**src/rtl/oiat_pkg.sv**
```systemverilog
// Shared types and constants for the ordered id allowlist table.
// Used by oiat_ctrl, oiat_dp and ordered_id_allowlist_table_top; no dependencies.
package oiat_pkg;

    localparam int UID_W   = 32;
    localparam int BITC_W  = 2;
    localparam int KEY_W   = 16;
    localparam int SIG_W   = 8;
    localparam int LIM_W   = 16;
    localparam int TOTAL_W = 7;
    localparam int MODE_W  = 3;

    localparam logic [MODE_W-1:0] MODE_INSERT  = 3'd0;
    localparam logic [MODE_W-1:0] MODE_REM_KEY = 3'd1;
    localparam logic [MODE_W-1:0] MODE_REM_SIG = 3'd2;
    localparam logic [MODE_W-1:0] MODE_LOOKUP  = 3'd3;
    localparam logic [MODE_W-1:0] MODE_ENUM    = 3'd4;

    localparam logic CFG_DYN_EN  = 1'b0;
    localparam logic CFG_DYN_SIG = 1'b1;

    // Steps of the key reduction.
    localparam logic [BITC_W-1:0] MOD_MUL = 2'd0;
    localparam logic [BITC_W-1:0] MOD_SUB = 2'd1;
    localparam logic [BITC_W-1:0] MOD_FIX = 2'd2;

    // Commands from the controller to the datapath.
    typedef struct packed {
        logic load;
        logic mod_step;
        logic scan_step;
        logic scan_end;
        logic auth_step;
        logic auth_end;
        logic emit_out;
        logic emit_skip;
        logic fin_out;
    } t_cmd;

    // Status from the datapath to the controller.
    typedef struct packed {
        logic mod_last;
        logic idx_end;
        logic emit_hit;
        logic enum_mode;
        logic out_free;
    } t_status;

endpackage

```
**src/rtl/oiat_ctrl.sv**
```systemverilog
// Sequencing state machine for the ordered id allowlist table.
// Depends on oiat_pkg for the command and status structs.
module oiat_ctrl (
    input  logic             i_clk,
    input  logic             i_rst_n,
    input  logic             i_valid,
    output logic             o_stall,
    input  oiat_pkg::t_status i_st,
    output oiat_pkg::t_cmd    o_cmd
);

    typedef enum logic [5:0] {
        S_IDLE = 6'b000001,
        S_MOD  = 6'b000010,
        S_SCAN = 6'b000100,
        S_AUTH = 6'b001000,
        S_EMIT = 6'b010000,
        S_FIN  = 6'b100000
    } t_state;

    t_state r_state, n_state;

    assign o_stall = (r_state != S_IDLE);

    always_comb begin
        n_state = r_state;
        o_cmd   = '0;
        unique case (r_state)
            S_IDLE: begin
                if (i_valid) begin
                    o_cmd.load = 1'b1;
                    n_state    = S_MOD;
                end
            end
            S_MOD: begin
                o_cmd.mod_step = 1'b1;
                if (i_st.mod_last) n_state = S_SCAN;
            end
            S_SCAN: begin
                if (i_st.idx_end) begin
                    o_cmd.scan_end = 1'b1;
                    n_state        = S_AUTH;
                end else begin
                    o_cmd.scan_step = 1'b1;
                end
            end
            S_AUTH: begin
                if (i_st.idx_end) begin
                    o_cmd.auth_end = 1'b1;
                    n_state        = i_st.enum_mode ? S_EMIT : S_FIN;
                end else begin
                    o_cmd.auth_step = 1'b1;
                end
            end
            S_EMIT: begin
                if (i_st.idx_end) begin
                    n_state = S_FIN;
                end else if (!i_st.emit_hit) begin
                    o_cmd.emit_skip = 1'b1;
                end else if (i_st.out_free) begin
                    o_cmd.emit_out = 1'b1;
                end
            end
            S_FIN: begin
                if (i_st.out_free) begin
                    o_cmd.fin_out = 1'b1;
                    n_state       = S_IDLE;
                end
            end
            default: n_state = S_IDLE;
        endcase
    end

    always_ff @(posedge i_clk) begin
        if (!i_rst_n) begin
            r_state <= S_IDLE;
        end else begin
            r_state <= n_state;
        end
    end

endmodule

```
**src/rtl/oiat_dp.sv**
```systemverilog
// Datapath of the ordered id allowlist table: key reduction, slot storage,
// scan passes and the output register. Depends on oiat_pkg.
module oiat_dp #(
    parameter int DEPTH         = 16,
    parameter int APPID_MODULUS = 100000,
    parameter int INVALID_ID    = 65535
) (
    input  logic                              i_clk,
    input  logic                              i_rst_n,
    input  oiat_pkg::t_cmd                    i_cmd,
    output oiat_pkg::t_status                 o_st,
    input  logic                              i_dyn_en,
    input  logic [oiat_pkg::SIG_W-1:0]        i_dyn_sig,
    input  logic [oiat_pkg::MODE_W-1:0]       i_mode,
    input  logic [oiat_pkg::UID_W-1:0]        i_user_id,
    input  logic [oiat_pkg::SIG_W-1:0]        i_sig_in,
    input  logic [oiat_pkg::LIM_W-1:0]        i_list_limit,
    input  logic                              i_stall,
    output logic                              o_valid,
    output logic                              o_found,
    output logic [oiat_pkg::SIG_W-1:0]        o_sig_out,
    output logic [oiat_pkg::KEY_W-1:0]        o_entry_key,
    output logic                              o_is_entry,
    output logic [oiat_pkg::TOTAL_W-1:0]      o_auth_count,
    output logic                              o_has_any,
    output logic [oiat_pkg::KEY_W-1:0]        o_last_manager,
    output logic                              o_full_drop,
    output logic                              o_last
);

    localparam int CW = $clog2(DEPTH + 1);
    localparam int IW = (DEPTH > 1) ? $clog2(DEPTH) : 1;
    localparam int RW = $clog2(APPID_MODULUS + 1) + 1;
    localparam int QW = oiat_pkg::UID_W + 1;
    localparam int PW = QW + oiat_pkg::UID_W;
    localparam logic [RW-1:0] MODV = RW'(APPID_MODULUS);
    localparam logic [QW-1:0] RECIP = QW'((64'd1 << oiat_pkg::UID_W) / APPID_MODULUS);
    localparam logic [oiat_pkg::KEY_W-1:0] INV = oiat_pkg::KEY_W'(INVALID_ID);

    logic [oiat_pkg::KEY_W-1:0] r_slot_key [DEPTH];
    logic [oiat_pkg::SIG_W-1:0] r_slot_sig [DEPTH];

    logic [oiat_pkg::MODE_W-1:0] r_mode;
    logic [oiat_pkg::UID_W-1:0]  r_uid;
    logic [oiat_pkg::SIG_W-1:0]  r_sig_in;
    logic [oiat_pkg::LIM_W-1:0]  r_limit;
    logic [oiat_pkg::BITC_W-1:0] r_bitc;
    logic [RW-1:0]               r_q;
    logic [RW-1:0]               r_rem;
    logic [CW-1:0]               r_cnt, r_idx, r_wr, r_emitted;
    logic [oiat_pkg::KEY_W-1:0]  r_last, r_survivor;
    logic                        r_present, r_hit_last, r_found, r_full;
    logic [oiat_pkg::SIG_W-1:0]  r_fsig;
    logic [oiat_pkg::TOTAL_W-1:0] r_total;

    logic [PW-1:0]               w_prod;
    logic [RW-1:0]               n_rem;
    logic [RW+oiat_pkg::KEY_W-1:0] w_rem_ext;
    logic [oiat_pkg::KEY_W-1:0]  w_key, w_cur_key;
    logic [oiat_pkg::SIG_W-1:0]  w_cur_sig;
    logic                        w_cur_auth, w_rem_match, w_is_rem;

    // The reciprocal product gives a quotient that is exact or one short, so
    // the remainder taken from its low bits needs at most one correction.
    assign w_prod    = PW'(r_uid) * PW'(RECIP);
    assign n_rem     = (r_rem >= MODV) ? (r_rem - MODV) : r_rem;
    assign w_rem_ext = {{oiat_pkg::KEY_W{1'b0}}, r_rem};
    assign w_key     = w_rem_ext[oiat_pkg::KEY_W-1:0];

    assign w_cur_key  = r_slot_key[r_idx[IW-1:0]];
    assign w_cur_sig  = r_slot_sig[r_idx[IW-1:0]];
    assign w_cur_auth = (w_cur_sig != i_dyn_sig) || i_dyn_en;
    assign w_is_rem   = (r_mode == oiat_pkg::MODE_REM_KEY) || (r_mode == oiat_pkg::MODE_REM_SIG);
    assign w_rem_match = (r_mode == oiat_pkg::MODE_REM_SIG) ? (w_cur_sig == r_sig_in)
                                                            : (w_cur_key == w_key);

    assign o_st.mod_last  = (r_bitc == oiat_pkg::MOD_FIX);
    assign o_st.idx_end   = (r_idx == r_cnt);
    assign o_st.emit_hit  = w_cur_auth && (oiat_pkg::LIM_W'(r_emitted) < r_limit);
    assign o_st.enum_mode = (r_mode == oiat_pkg::MODE_ENUM);
    assign o_st.out_free  = !o_valid || !i_stall;

    always_ff @(posedge i_clk) begin
        if (i_cmd.load) begin
            r_mode     <= i_mode;
            r_uid      <= i_user_id;
            r_sig_in   <= i_sig_in;
            r_limit    <= i_list_limit;
            r_bitc     <= '0;
            r_q        <= '0;
            r_rem      <= '0;
            r_idx      <= '0;
            r_wr       <= '0;
            r_emitted  <= '0;
            r_present  <= 1'b0;
            r_hit_last <= 1'b0;
            r_survivor <= INV;
            r_found    <= 1'b0;
            r_fsig     <= '0;
            r_full     <= 1'b0;
            r_total    <= '0;
        end
        if (i_cmd.mod_step) begin
            r_bitc <= r_bitc + 1'b1;
            case (r_bitc)
                oiat_pkg::MOD_MUL: r_q   <= w_prod[oiat_pkg::UID_W +: RW];
                oiat_pkg::MOD_SUB: r_rem <= r_uid[RW-1:0] - r_q * MODV;
                default:           r_rem <= n_rem;
            endcase
        end
        if (i_cmd.scan_step) begin
            r_idx <= r_idx + 1'b1;
            if (r_mode == oiat_pkg::MODE_INSERT && w_cur_key == w_key) begin
                r_present <= 1'b1;
            end
            if (r_mode == oiat_pkg::MODE_LOOKUP && !r_found && w_cur_key == w_key
                && w_cur_auth) begin
                r_found <= 1'b1;
                r_fsig  <= w_cur_sig;
            end
            if (w_is_rem) begin
                if (w_rem_match) begin
                    if (w_cur_key == r_last) r_hit_last <= 1'b1;
                end else begin
                    r_survivor                <= w_cur_key;
                    r_slot_key[r_wr[IW-1:0]] <= w_cur_key;
                    r_slot_sig[r_wr[IW-1:0]] <= w_cur_sig;
                    r_wr                      <= r_wr + 1'b1;
                end
            end
        end
        if (i_cmd.scan_end) begin
            r_idx <= '0;
            if (r_mode == oiat_pkg::MODE_INSERT && !r_present) begin
                if (r_cnt == CW'(DEPTH)) begin
                    r_full <= 1'b1;
                end else begin
                    r_slot_key[r_cnt[IW-1:0]] <= w_key;
                    r_slot_sig[r_cnt[IW-1:0]] <= r_sig_in;
                end
            end
        end
        if (i_cmd.auth_step) begin
            r_idx <= r_idx + 1'b1;
            if (w_cur_auth) r_total <= r_total + 1'b1;
        end
        if (i_cmd.auth_end) begin
            r_idx <= '0;
        end
        if (i_cmd.emit_skip) begin
            r_idx <= r_idx + 1'b1;
        end
        if (i_cmd.emit_out) begin
            r_idx     <= r_idx + 1'b1;
            r_emitted <= r_emitted + 1'b1;
        end
    end

    // Fill count and last-manager key are control state.
    always_ff @(posedge i_clk) begin
        if (!i_rst_n) begin
            r_cnt  <= '0;
            r_last <= INV;
        end else if (i_cmd.scan_end) begin
            if (w_is_rem) begin
                r_cnt <= r_wr;
                if (r_hit_last) r_last <= r_survivor;
            end else if (r_mode == oiat_pkg::MODE_INSERT && !r_present
                         && r_cnt != CW'(DEPTH)) begin
                r_cnt <= r_cnt + 1'b1;
                if (r_last == INV) r_last <= w_key;
            end
        end
    end

    always_ff @(posedge i_clk) begin
        if (!i_rst_n) begin
            o_valid <= 1'b0;
        end else if (i_cmd.emit_out || i_cmd.fin_out) begin
            o_valid <= 1'b1;
        end else if (!i_stall) begin
            o_valid <= 1'b0;
        end
    end

    always_ff @(posedge i_clk) begin
        if (i_cmd.emit_out) begin
            o_found        <= 1'b0;
            o_sig_out      <= w_cur_sig;
            o_entry_key    <= w_cur_key;
            o_is_entry     <= 1'b1;
            o_auth_count   <= '0;
            o_has_any      <= (r_total != '0);
            o_last_manager <= r_last;
            o_full_drop    <= 1'b0;
            o_last         <= 1'b0;
        end else if (i_cmd.fin_out) begin
            o_found        <= r_found;
            o_sig_out      <= r_fsig;
            o_entry_key    <= '0;
            o_is_entry     <= 1'b0;
            o_auth_count   <= (r_mode == oiat_pkg::MODE_ENUM) ? r_total : '0;
            o_has_any      <= (r_total != '0);
            o_last_manager <= r_last;
            o_full_drop    <= r_full;
            o_last         <= 1'b1;
        end
    end

    a_cnt_bound: assert property (@(posedge i_clk) disable iff (!i_rst_n)
        r_cnt <= CW'(DEPTH)) else $error("fill count above depth");
    a_wr_behind: assert property (@(posedge i_clk) disable iff (!i_rst_n)
        i_cmd.scan_step |-> r_wr <= r_idx) else $error("compaction write ahead of read");
    a_emit_total: assert property (@(posedge i_clk) disable iff (!i_rst_n)
        i_cmd.emit_out |-> (oiat_pkg::TOTAL_W'(r_emitted) < r_total))
        else $error("more entries emitted than counted");
    a_entry_not_last: assert property (@(posedge i_clk) disable iff (!i_rst_n)
        o_valid && o_is_entry |-> !o_last) else $error("entry word marked last");

endmodule

```
**src/rtl/ordered_id_allowlist_table_top.sv**
```systemverilog
// Top level of the ordered id allowlist table: configuration registers,
// controller and datapath. Depends on oiat_pkg, oiat_ctrl and oiat_dp.
//
// Usage:
// The input channel (i_valid / o_stall) takes one command word: mode, user id,
// signature and list limit. The output channel (o_valid / i_stall) returns the
// result words of that command; the final word of each command has o_last set.
// Enumerate returns one word per authorized entry (up to the list limit) and
// then a summary word; every other mode returns a single word.
// Configuration writes (i_cfg_valid / o_cfg_ready) set the dynamic enable bit
// (index 0) and the dynamic signature index (index 1); ready is always high.
// Operation: the key is reduced modulo APPID_MODULUS (reciprocal multiply,
// multiply-subtract, one correction), then the stored entries are passed
// through by the operation scan, then by the authorization count and, for
// enumerate, by the emit pass. The next command is accepted once the final
// word has been loaded into the output register; one command is worked on
// at a time.
// Reset empties the table, clears the last-manager key to INVALID_ID, sets the
// dynamic signature index to 1 and dynamic mode off. A stalled receiver holds
// the output word; the block waits before loading the next one.
module ordered_id_allowlist_table_top #(
    parameter int DEPTH         = 16,
    parameter int APPID_MODULUS = 100000,
    parameter int INVALID_ID    = 65535
) (
    input  logic                         i_clk,
    input  logic                         i_rst_n,
    input  logic                         i_valid,
    output logic                         o_stall,
    input  logic [oiat_pkg::MODE_W-1:0]  i_mode,
    input  logic [oiat_pkg::UID_W-1:0]   i_user_id,
    input  logic [oiat_pkg::SIG_W-1:0]   i_sig_in,
    input  logic [oiat_pkg::LIM_W-1:0]   i_list_limit,
    output logic                         o_valid,
    input  logic                         i_stall,
    output logic                         o_found,
    output logic [oiat_pkg::SIG_W-1:0]   o_sig_out,
    output logic [oiat_pkg::KEY_W-1:0]   o_entry_key,
    output logic                         o_is_entry,
    output logic [oiat_pkg::TOTAL_W-1:0] o_auth_count,
    output logic                         o_has_any,
    output logic [oiat_pkg::KEY_W-1:0]   o_last_manager,
    output logic                         o_full_drop,
    output logic                         o_last,
    input  logic                         i_cfg_valid,
    output logic                         o_cfg_ready,
    input  logic                         i_cfg_index,
    input  logic [oiat_pkg::SIG_W-1:0]   i_cfg_data
);

    oiat_pkg::t_cmd    w_cmd;
    oiat_pkg::t_status w_st;

    logic                       r_dyn_en;
    logic [oiat_pkg::SIG_W-1:0] r_dyn_sig;

    assign o_cfg_ready = 1'b1;

    // Configuration registers; the user must write them only while the block is idle (not enforced here).
    always_ff @(posedge i_clk) begin
        if (!i_rst_n) begin
            r_dyn_en  <= 1'b0;
            r_dyn_sig <= oiat_pkg::SIG_W'(1);
        end else if (i_cfg_valid) begin
            unique case (i_cfg_index)
                oiat_pkg::CFG_DYN_EN:  r_dyn_en  <= i_cfg_data[0];
                oiat_pkg::CFG_DYN_SIG: r_dyn_sig <= i_cfg_data;
                default: ;
            endcase
        end
    end

    oiat_ctrl u_ctrl (
        .i_clk   (i_clk),
        .i_rst_n (i_rst_n),
        .i_valid (i_valid),
        .o_stall (o_stall),
        .i_st    (w_st),
        .o_cmd   (w_cmd)
    );

    oiat_dp #(
        .DEPTH         (DEPTH),
        .APPID_MODULUS (APPID_MODULUS),
        .INVALID_ID    (INVALID_ID)
    ) u_dp (
        .i_clk          (i_clk),
        .i_rst_n        (i_rst_n),
        .i_cmd          (w_cmd),
        .o_st           (w_st),
        .i_dyn_en       (r_dyn_en),
        .i_dyn_sig      (r_dyn_sig),
        .i_mode         (i_mode),
        .i_user_id      (i_user_id),
        .i_sig_in       (i_sig_in),
        .i_list_limit   (i_list_limit),
        .i_stall        (i_stall),
        .o_valid        (o_valid),
        .o_found        (o_found),
        .o_sig_out      (o_sig_out),
        .o_entry_key    (o_entry_key),
        .o_is_entry     (o_is_entry),
        .o_auth_count   (o_auth_count),
        .o_has_any      (o_has_any),
        .o_last_manager (o_last_manager),
        .o_full_drop    (o_full_drop),
        .o_last         (o_last)
    );

endmodule
```
**config.mk**
```make
export PLATFORM = sky130hd
export DESIGN_NAME = ordered_id_allowlist_table_top
export DESIGN_NICKNAME = d
export VERILOG_FILES = /design/src/rtl/oiat_pkg.sv /design/src/rtl/oiat_ctrl.sv /design/src/rtl/oiat_dp.sv /design/src/rtl/ordered_id_allowlist_table_top.sv
export SDC_FILE = /design/constraint.sdc
export NUM_CORES = 1
export LEC_CHECK = 0
export ABC_CLOCK_PERIOD_IN_PS = 15550
export BUFFER_PORTS_ARGS = -buffer_cell sky130_fd_sc_hd__clkbuf_2
export CORE_ASPECT_RATIO = 0.8
export CORE_MARGIN = 10
export CORE_UTILIZATION = 32
export DETAILED_ROUTE_END_ITERATION = 16
export MAX_ROUTING_LAYER = met4
export PLACE_DENSITY_LB_ADDON = 0.1
export SLEW_MARGIN = 25
export SYNTH_ARGS = -nofsm -noshare
export SYNTH_HDL_FRONTEND = slang
export SYNTH_HIERARCHICAL = 1
export SYNTH_SLANG_ARGS = --single-unit
```
**constraint.sdc**
```tcl
create_clock -name i_clk -period 15.55 [get_ports i_clk]
set_input_delay 3.11 -clock i_clk [delete_from_list [all_inputs] [get_ports i_clk]]
set_output_delay 3.11 -clock i_clk [all_outputs]
set_load 0.01 [all_outputs]
```
# Yosys cells after proc, flatten, opt, wreduce, memory -nomap -nowiden
# Memory sizes are Yosys's and may differ from the RTL's. A register that Yosys moved wholly into a read port is not among the register bits.
# Cells that the tools add are included.
[op_classes] n_addsub=8 mul=2 n_lt_le_gt_ge=2 n_eq_ne=30 mux=101 bitwise=1 n_reduce_logical=31
[ops] cell="16-bit 2-to-1 mux" count=13
[ops] cell="18-bit 2-to-1 mux" count=6
[ops] cell="5-bit 2-to-1 mux" count=14
[ops] cell="32-bit by 16-bit multiplier with 48-bit output (second input constant)" count=1
[ops] cell="8-bit 2-to-1 mux" count=6
[ops] cell="6-bit 2-to-1 mux" count=7
[ops] cell="1-bit 2-to-1 mux" count=39
[ops] cell="18-bit case mux with 2 select lines" count=1
[ops] cell="6-bit case mux with 6 select lines" count=1
[ops] cell="16-bit equality test" count=2
[ops] cell="7-bit 2-to-1 mux" count=4
[ops] cell="5-bit by 1-bit adder with 5-bit output (second input constant)" count=4
[ops] cell="18-bit by 17-bit greater-or-equal comparator with 1-bit output (second input constant)" count=1
[ops] cell="18-bit by 12-bit multiplier with 13-bit output (second input constant)" count=1
[ops] cell="18-bit by 17-bit subtractor with 18-bit output (second input constant)" count=1
[ops] cell="18-bit subtractor" count=1
[ops] cell="16-bit equality test (second input constant)" count=1
[ops] cell="5-bit by 16-bit less-than comparator with 1-bit output" count=1
[ops] cell="4-bit 2-to-1 mux" count=4
[ops] cell="16-bit OR reduction" count=1
[ops] cell="2-bit by 1-bit != test with 1-bit output (second input constant)" count=7
[ops] cell="7-bit nonzero test" count=2
[ops] cell="2-bit 2-to-1 mux" count=6
[ops] cell="2-bit nonzero test" count=5
[ops] cell="31 further kinds" count=46
[totals] reg_bits=236 mem_bits_rw=384 inputBits=73 output_inout_bits=55 wordCells=209 n_memories=2
[mem_list] name="u_dp.r_slot_key" words=16 word_bits=16 read_ports=1 rd_ports_with_merged_regs=1 wr=1 line="oiat_dp.sv:40" rtl="logic [oiat_pkg::KEY_W-1:0] r_slot_key [DEPTH];"
[mem_list] name="u_dp.r_slot_sig" words=16 word_bits=8 read_ports=1 rd_ports_with_merged_regs=1 wr=1 line="oiat_dp.sv:41" rtl="logic [oiat_pkg::SIG_W-1:0] r_slot_sig [DEPTH];"

# Longest topological paths before layout
[depth] ltp_word=10 depth_mapped=22 ltp_nobuf=22

# Cells and area by module
# The synthesis kept the hierarchy.
[modules_own_cells] mod="oiat_dp" instances=1 cells_per_inst=2607 area_per_inst_um2=35102.4 seq_area_each_um2=17236.5
[modules_own_cells] mod="oiat_ctrl" instances=1 cells_per_inst=54 area_per_inst_um2=449.2 seq_area_each_um2=120.1
[modules_own_cells] mod="ordered_id_allowlist_table_top" instances=1 cells_per_inst=45 area_per_inst_um2=421.7 seq_area_each_um2=180.2

# Least setup slack after synthesis
# Ideal clock, no wire load.
[synth_timing] kind="input -> register" from="input i_valid" to="register u_dp.r_rem[16] (data pin)" setup_time_ps=267 arrival_time_ps=5670 required_time_ps=15283 slack_ps=9614 stages=7 path_buffers=0 path_cell_list="nand2_1 inv_1 clkinv_1 o21ai_1 o21ai_0 a22oi_1 o31ai_1"
[synth_lines] item="from (decl)" line="ordered_id_allowlist_table_top.sv:28" rtl="input logic i_valid,"
[synth_lines] item="to (signal assigned)" line="oiat_dp.sv:107" rtl="oiat_pkg::MOD_SUB: r_rem <= r_uid[RW-1:0] - r_q * MODV;"
[synth_lines] item="to (signal assigned)" line="oiat_dp.sv:108" rtl="default: r_rem <= n_rem;"
[synth_lines] item="to (decl)" line="oiat_dp.sv:49" rtl="logic [RW-1:0] r_rem;"

# Worst setup path after layout
[layout_timing] from="register u_dp/r_uid[11] (netlist bit)" to="register u_dp.r_q[12]"
[layout_via] elab_chain_len=3
[layout_rtl] item="from (decl)" line="oiat_dp.sv:44" rtl="logic [oiat_pkg::UID_W-1:0] r_uid;"
[layout_rtl] item="from (signal assigned)" line="oiat_dp.sv:86" rtl="r_uid <= i_user_id;"
[layout_rtl] item="32-bit by 16-bit multiplier with 48-bit output" line="oiat_dp.sv:65" rtl="assign w_prod = PW'(r_uid) * PW'(RECIP);"
[layout_rtl] item="18-bit 2-to-1 mux" line="oiat_dp.sv:105" rtl="case (r_bitc)"
[layout_rtl] item="18-bit 2-to-1 mux" line="oiat_dp.sv:103" rtl="if (i_cmd.mod_step) begin"
[layout_rtl] item="to (signal assigned)" line="oiat_dp.sv:106" rtl="oiat_pkg::MOD_MUL: r_q <= w_prod[oiat_pkg::UID_W +: RW];"
[layout_rtl] item="to (decl)" line="oiat_dp.sv:48" rtl="logic [RW-1:0] r_q;"
# No other way between the ends.
# A chain may end at the register's enable or synchronous reset.

==> flow_summary_export.csv <==
group,metric,value,unit
drt,wl_per_cell,21.7,µm
run_status,run_status,"completed",
worst_setup_path,rrSetupSlack,8.49,ns
drt,viasPerCell,4.85,
timing,slew_headroom,28.3,%
min_path,hold_path_depth,2,
final_layout,final_cells,4431,
yosys,syn_inst,2706,
timing,setup_viol,0,
global_route,track_usage,15.5,%
min_path,hp-class,"register to register",
final_layout,synthToLayoutAreaGrowth,13.7,%
timing,fmax,142,MHz
yosys,syn_area_per_cell,13.3,µm²
clock_network,cts.sinks,619,
pwr,p_per_area,195,nW/µm²
clock_network,root_buffer,"clkbuf_16",
worst_setup_path,r2r_start,"u_dp/r_uid[11]",
final_layout,antenna_cells,0,
place,dp_hpwl,65500,µm
run,maxCapViolations,0,
floorplanning,initial_utilization,32.4,%
clock_network,tritoncts.num_buffers,74,
worst_setup_path,r2r_cells,18,
floorplanning,core-area,111000,µm²
global_route,antenna_found_initial,4,
final_layout,fillers,10800,
final_layout,drive_gt1_share,15.4,%
floorplanning,die_w,395,µm
worst_setup_path,cp-start-kind,"register",
yosys,synth-warning-count,6,
timing,hold_viol_final,0,
floorplanning,die_y,320,µm
min_path,min_from,"u_dp/o_is_entry",
min_path,hold_end,"u_dp/o_is_entry",
yosys,synth_ff_type,"edfxtp_1",
timing,rsz0062_at_grt,"no",
drt,first_pass_iters,5,
yosys,synth_area_leader_cell,"edfxtp_1",
clock_network,cts_tree,"yes",
worst_setup_path,crit_arrival,7.59,ns
final_layout,regArea,17500,µm²
floorplanning,dieArea,126000,µm²
place,dp.cells,4295,
pwr,static-leakage-power,16.3,nW
yosys,synthesis.nets,3262,
clock_network,cts_buffer_depth,3,
timing,tns,0,ns
place,port_buffers,126,
clock_network,ctsResizeCount,0,
worst_setup_path,cp_max_fo,10,
place,gp_routability_congestion,0.790,
yosys,netlist_area,36000,µm²
drt,drtAntennaViolNets,0,
global_route,overflow,0,
yosys,yosysTopAreaCellShare,42.9,%
global_route,grt_pass1_vias,22000,
clock_network,h-tree-depth,3,
yosys,yosysUniqueCellTypes,95,
timing,layout_min_cycle_time,7.06,ns
floorplanning,pin_count,128,
drt,drcViolationCount,0,
drt,drtIter0Drc,1210,
clock_network,clock_latency,0.66,ns
final_layout,nNetsFinal,3429,
worst_setup_path,reg2reg_to,"u_dp/r_q[12]",
yosys,async_reset_ff_share,0,%
global_route,grt_pass1_wl,145000,µm
clock_network,post_cts_buffers,0,
worst_setup_path,critPathKind,"register to register",
floorplanning,num_rows,109,
worst_setup_path,cp_data_required_time,16.08,ns
yosys,synthTopCellsByCount,"edfxtp_1 (514), inv_1 (415), ha_1 (273), fa_1 (210), nand2_1 (124)",
yosys,synth_area_leaders,"edfxtp_1 (43%), fa_1 (12%), ha_1 (9.5%)",
timing,finalCritPeriodShare,45.4,%
worst_setup_path,end_kind,"register",
drt,drt_wl_total,96300,µm
timing,drv_slew,0,
final_layout,multi_input_area,16400,µm²
drt,vias,21500,
yosys,ys_seq_area_share,48.7,%
global_route,grt_max_degree,56,
yosys,synth_edf_count,514,
pwr,ir_worst_vdd,0.188,mV
yosys,yosysMostFrequentCell,"edfxtp_1",
timing,tightest_slew,1.05,ns
yosys,yosys_register_bits,619,
pwr,total_power,8.00,mW
clock_network,clkTransAtPathRegs,0.06,ns
timing,clock_skew,0.0458,ns
clock_network,postCtsHoldBufs,0,
==> layer usage <==
| metal | track usage [%] | part of all wire, % |
|---|---|---|
| met5 | - | 0 |
| met3 | 2.39 | 4.1 |
| met4 | 3.31 | 2.0 |
| met2 | 23.0 | 44 |
| met1 | 22.3 | 49 |
==> cell type report <==
class	instances	area share, %
inverters	418	3.85
repair buffers	183	2.60
clock inverters	43	1.15
clock buffers	93	4.91
well taps	1498	4.58
flip-flops and latches	619	42.9
multi-input cells	1577	40.0
==> sequential cells by signal, summed over array words and instances (netlist names), 2 cells and up, named ones only <==
signal	count
r_dyn_sig	8
u_ctrl/r_state	6
u_dp/o_auth_count	7
u_dp/o_entry_key	16
u_dp/o_last_manager	16
u_dp/o_sig_out	8
u_dp/r_bitc	2
u_dp/r_cnt	5
u_dp/r_emitted	5
u_dp/r_fsig	8
u_dp/r_idx	5
u_dp/r_last	16
u_dp/r_limit	16
u_dp/r_mode	3
u_dp/r_q	13
u_dp/r_rem	18
u_dp/r_sig_in	8
u_dp/r_slot_key	256
u_dp/r_slot_sig	128
u_dp/r_survivor	16
u_dp/r_total	7
u_dp/r_uid	32
u_dp/r_wr	5
==> worst max path at each step <==
stage | from | end | slack [ns] | cells past startpoint
after detailed placement | u_dp/r_uid[11] | u_dp/r_q[12] | 8.57 | 18
after global routing | u_dp/r_uid[17] | u_dp/r_q[12] | 8.25 | 18
after floorplan | i_valid | u_dp/r_rem[16] | 9.61 | 7
after global placement | u_dp/r_uid[17] | u_dp/r_q[12] | 8.88 | 18
after CTS | u_dp/r_uid[11] | u_dp/r_q[12] | 8.51 | 18
final | u_dp/r_uid[11] | u_dp/r_q[12] | 8.49 | 18
==> stage by stage <==
step                      util (%)  hold WS [ns]  worst slack (ns)  instance area [µm²]
after CTS                     36.8         0.459              8.51                40900
final                         36.8         0.461              8.49                40900
after global routing          36.8         0.481              8.25                40900
after detailed placement      34.6         0.451              8.57                38400
after global placement        34.6         0.446              8.88                38400
after floorplan                  -         0.431              9.61                36000
==> cell families after synthesis <==
group           after synthesis  synth area share [%]
fa+ha+maj                   483                  21.2
mux                         207                  9.36
xor+xnor                    104                  2.55
simple gates                437                  6.08
compound gates              345                  6.17
buf+inv                     510                  5.90
flops                       619                  48.7
other cells                   1                0.0104
==> worst max-delay path, cell delays in order, from the launching register on <==
cell,delay (ns)
edfxtp_1,0.83
ha_1,0.36
fa_1,0.48
fa_1,0.52
fa_1,0.43
fa_1,0.50
inv_1,0.05
fa_1,0.47
inv_1,0.05
ha_1,0.34
nand4_1,0.20
nor4_1,0.12
a2111oi_0,0.61
o31ai_1,0.31
nor4_1,0.84
nor4b_1,0.14
o21a_1,0.23
o21a_1,0.16
o31a_1,0.27
==> report_power, final <==
part	switching [mW]	internal, mW
combinational	2.46	1.78
sequential	0.108	1.90
clock	0.734	1.01
total	3.31	4.69
==> cell usage in the layout, fill, tap and decap left out, drive strengths merged, types with 15 or more instances in the layout <==
cell,n
mux2i,76
nor3,27
clkbuf,218
o21ai,120
mux4,88
clkinv,33
nand4,22
nor2,111
a21oi,69
xnor2,57
nand3,47
inv,420
dfxtp,105
xor2,47
nor2b,15
and3,16
edfxtp,514
ha,273
a21o,27
buf,58
mux2,43
fa,210
nand2,124
and2,21
No activity file was read; power rests on OpenSTA's default activity.
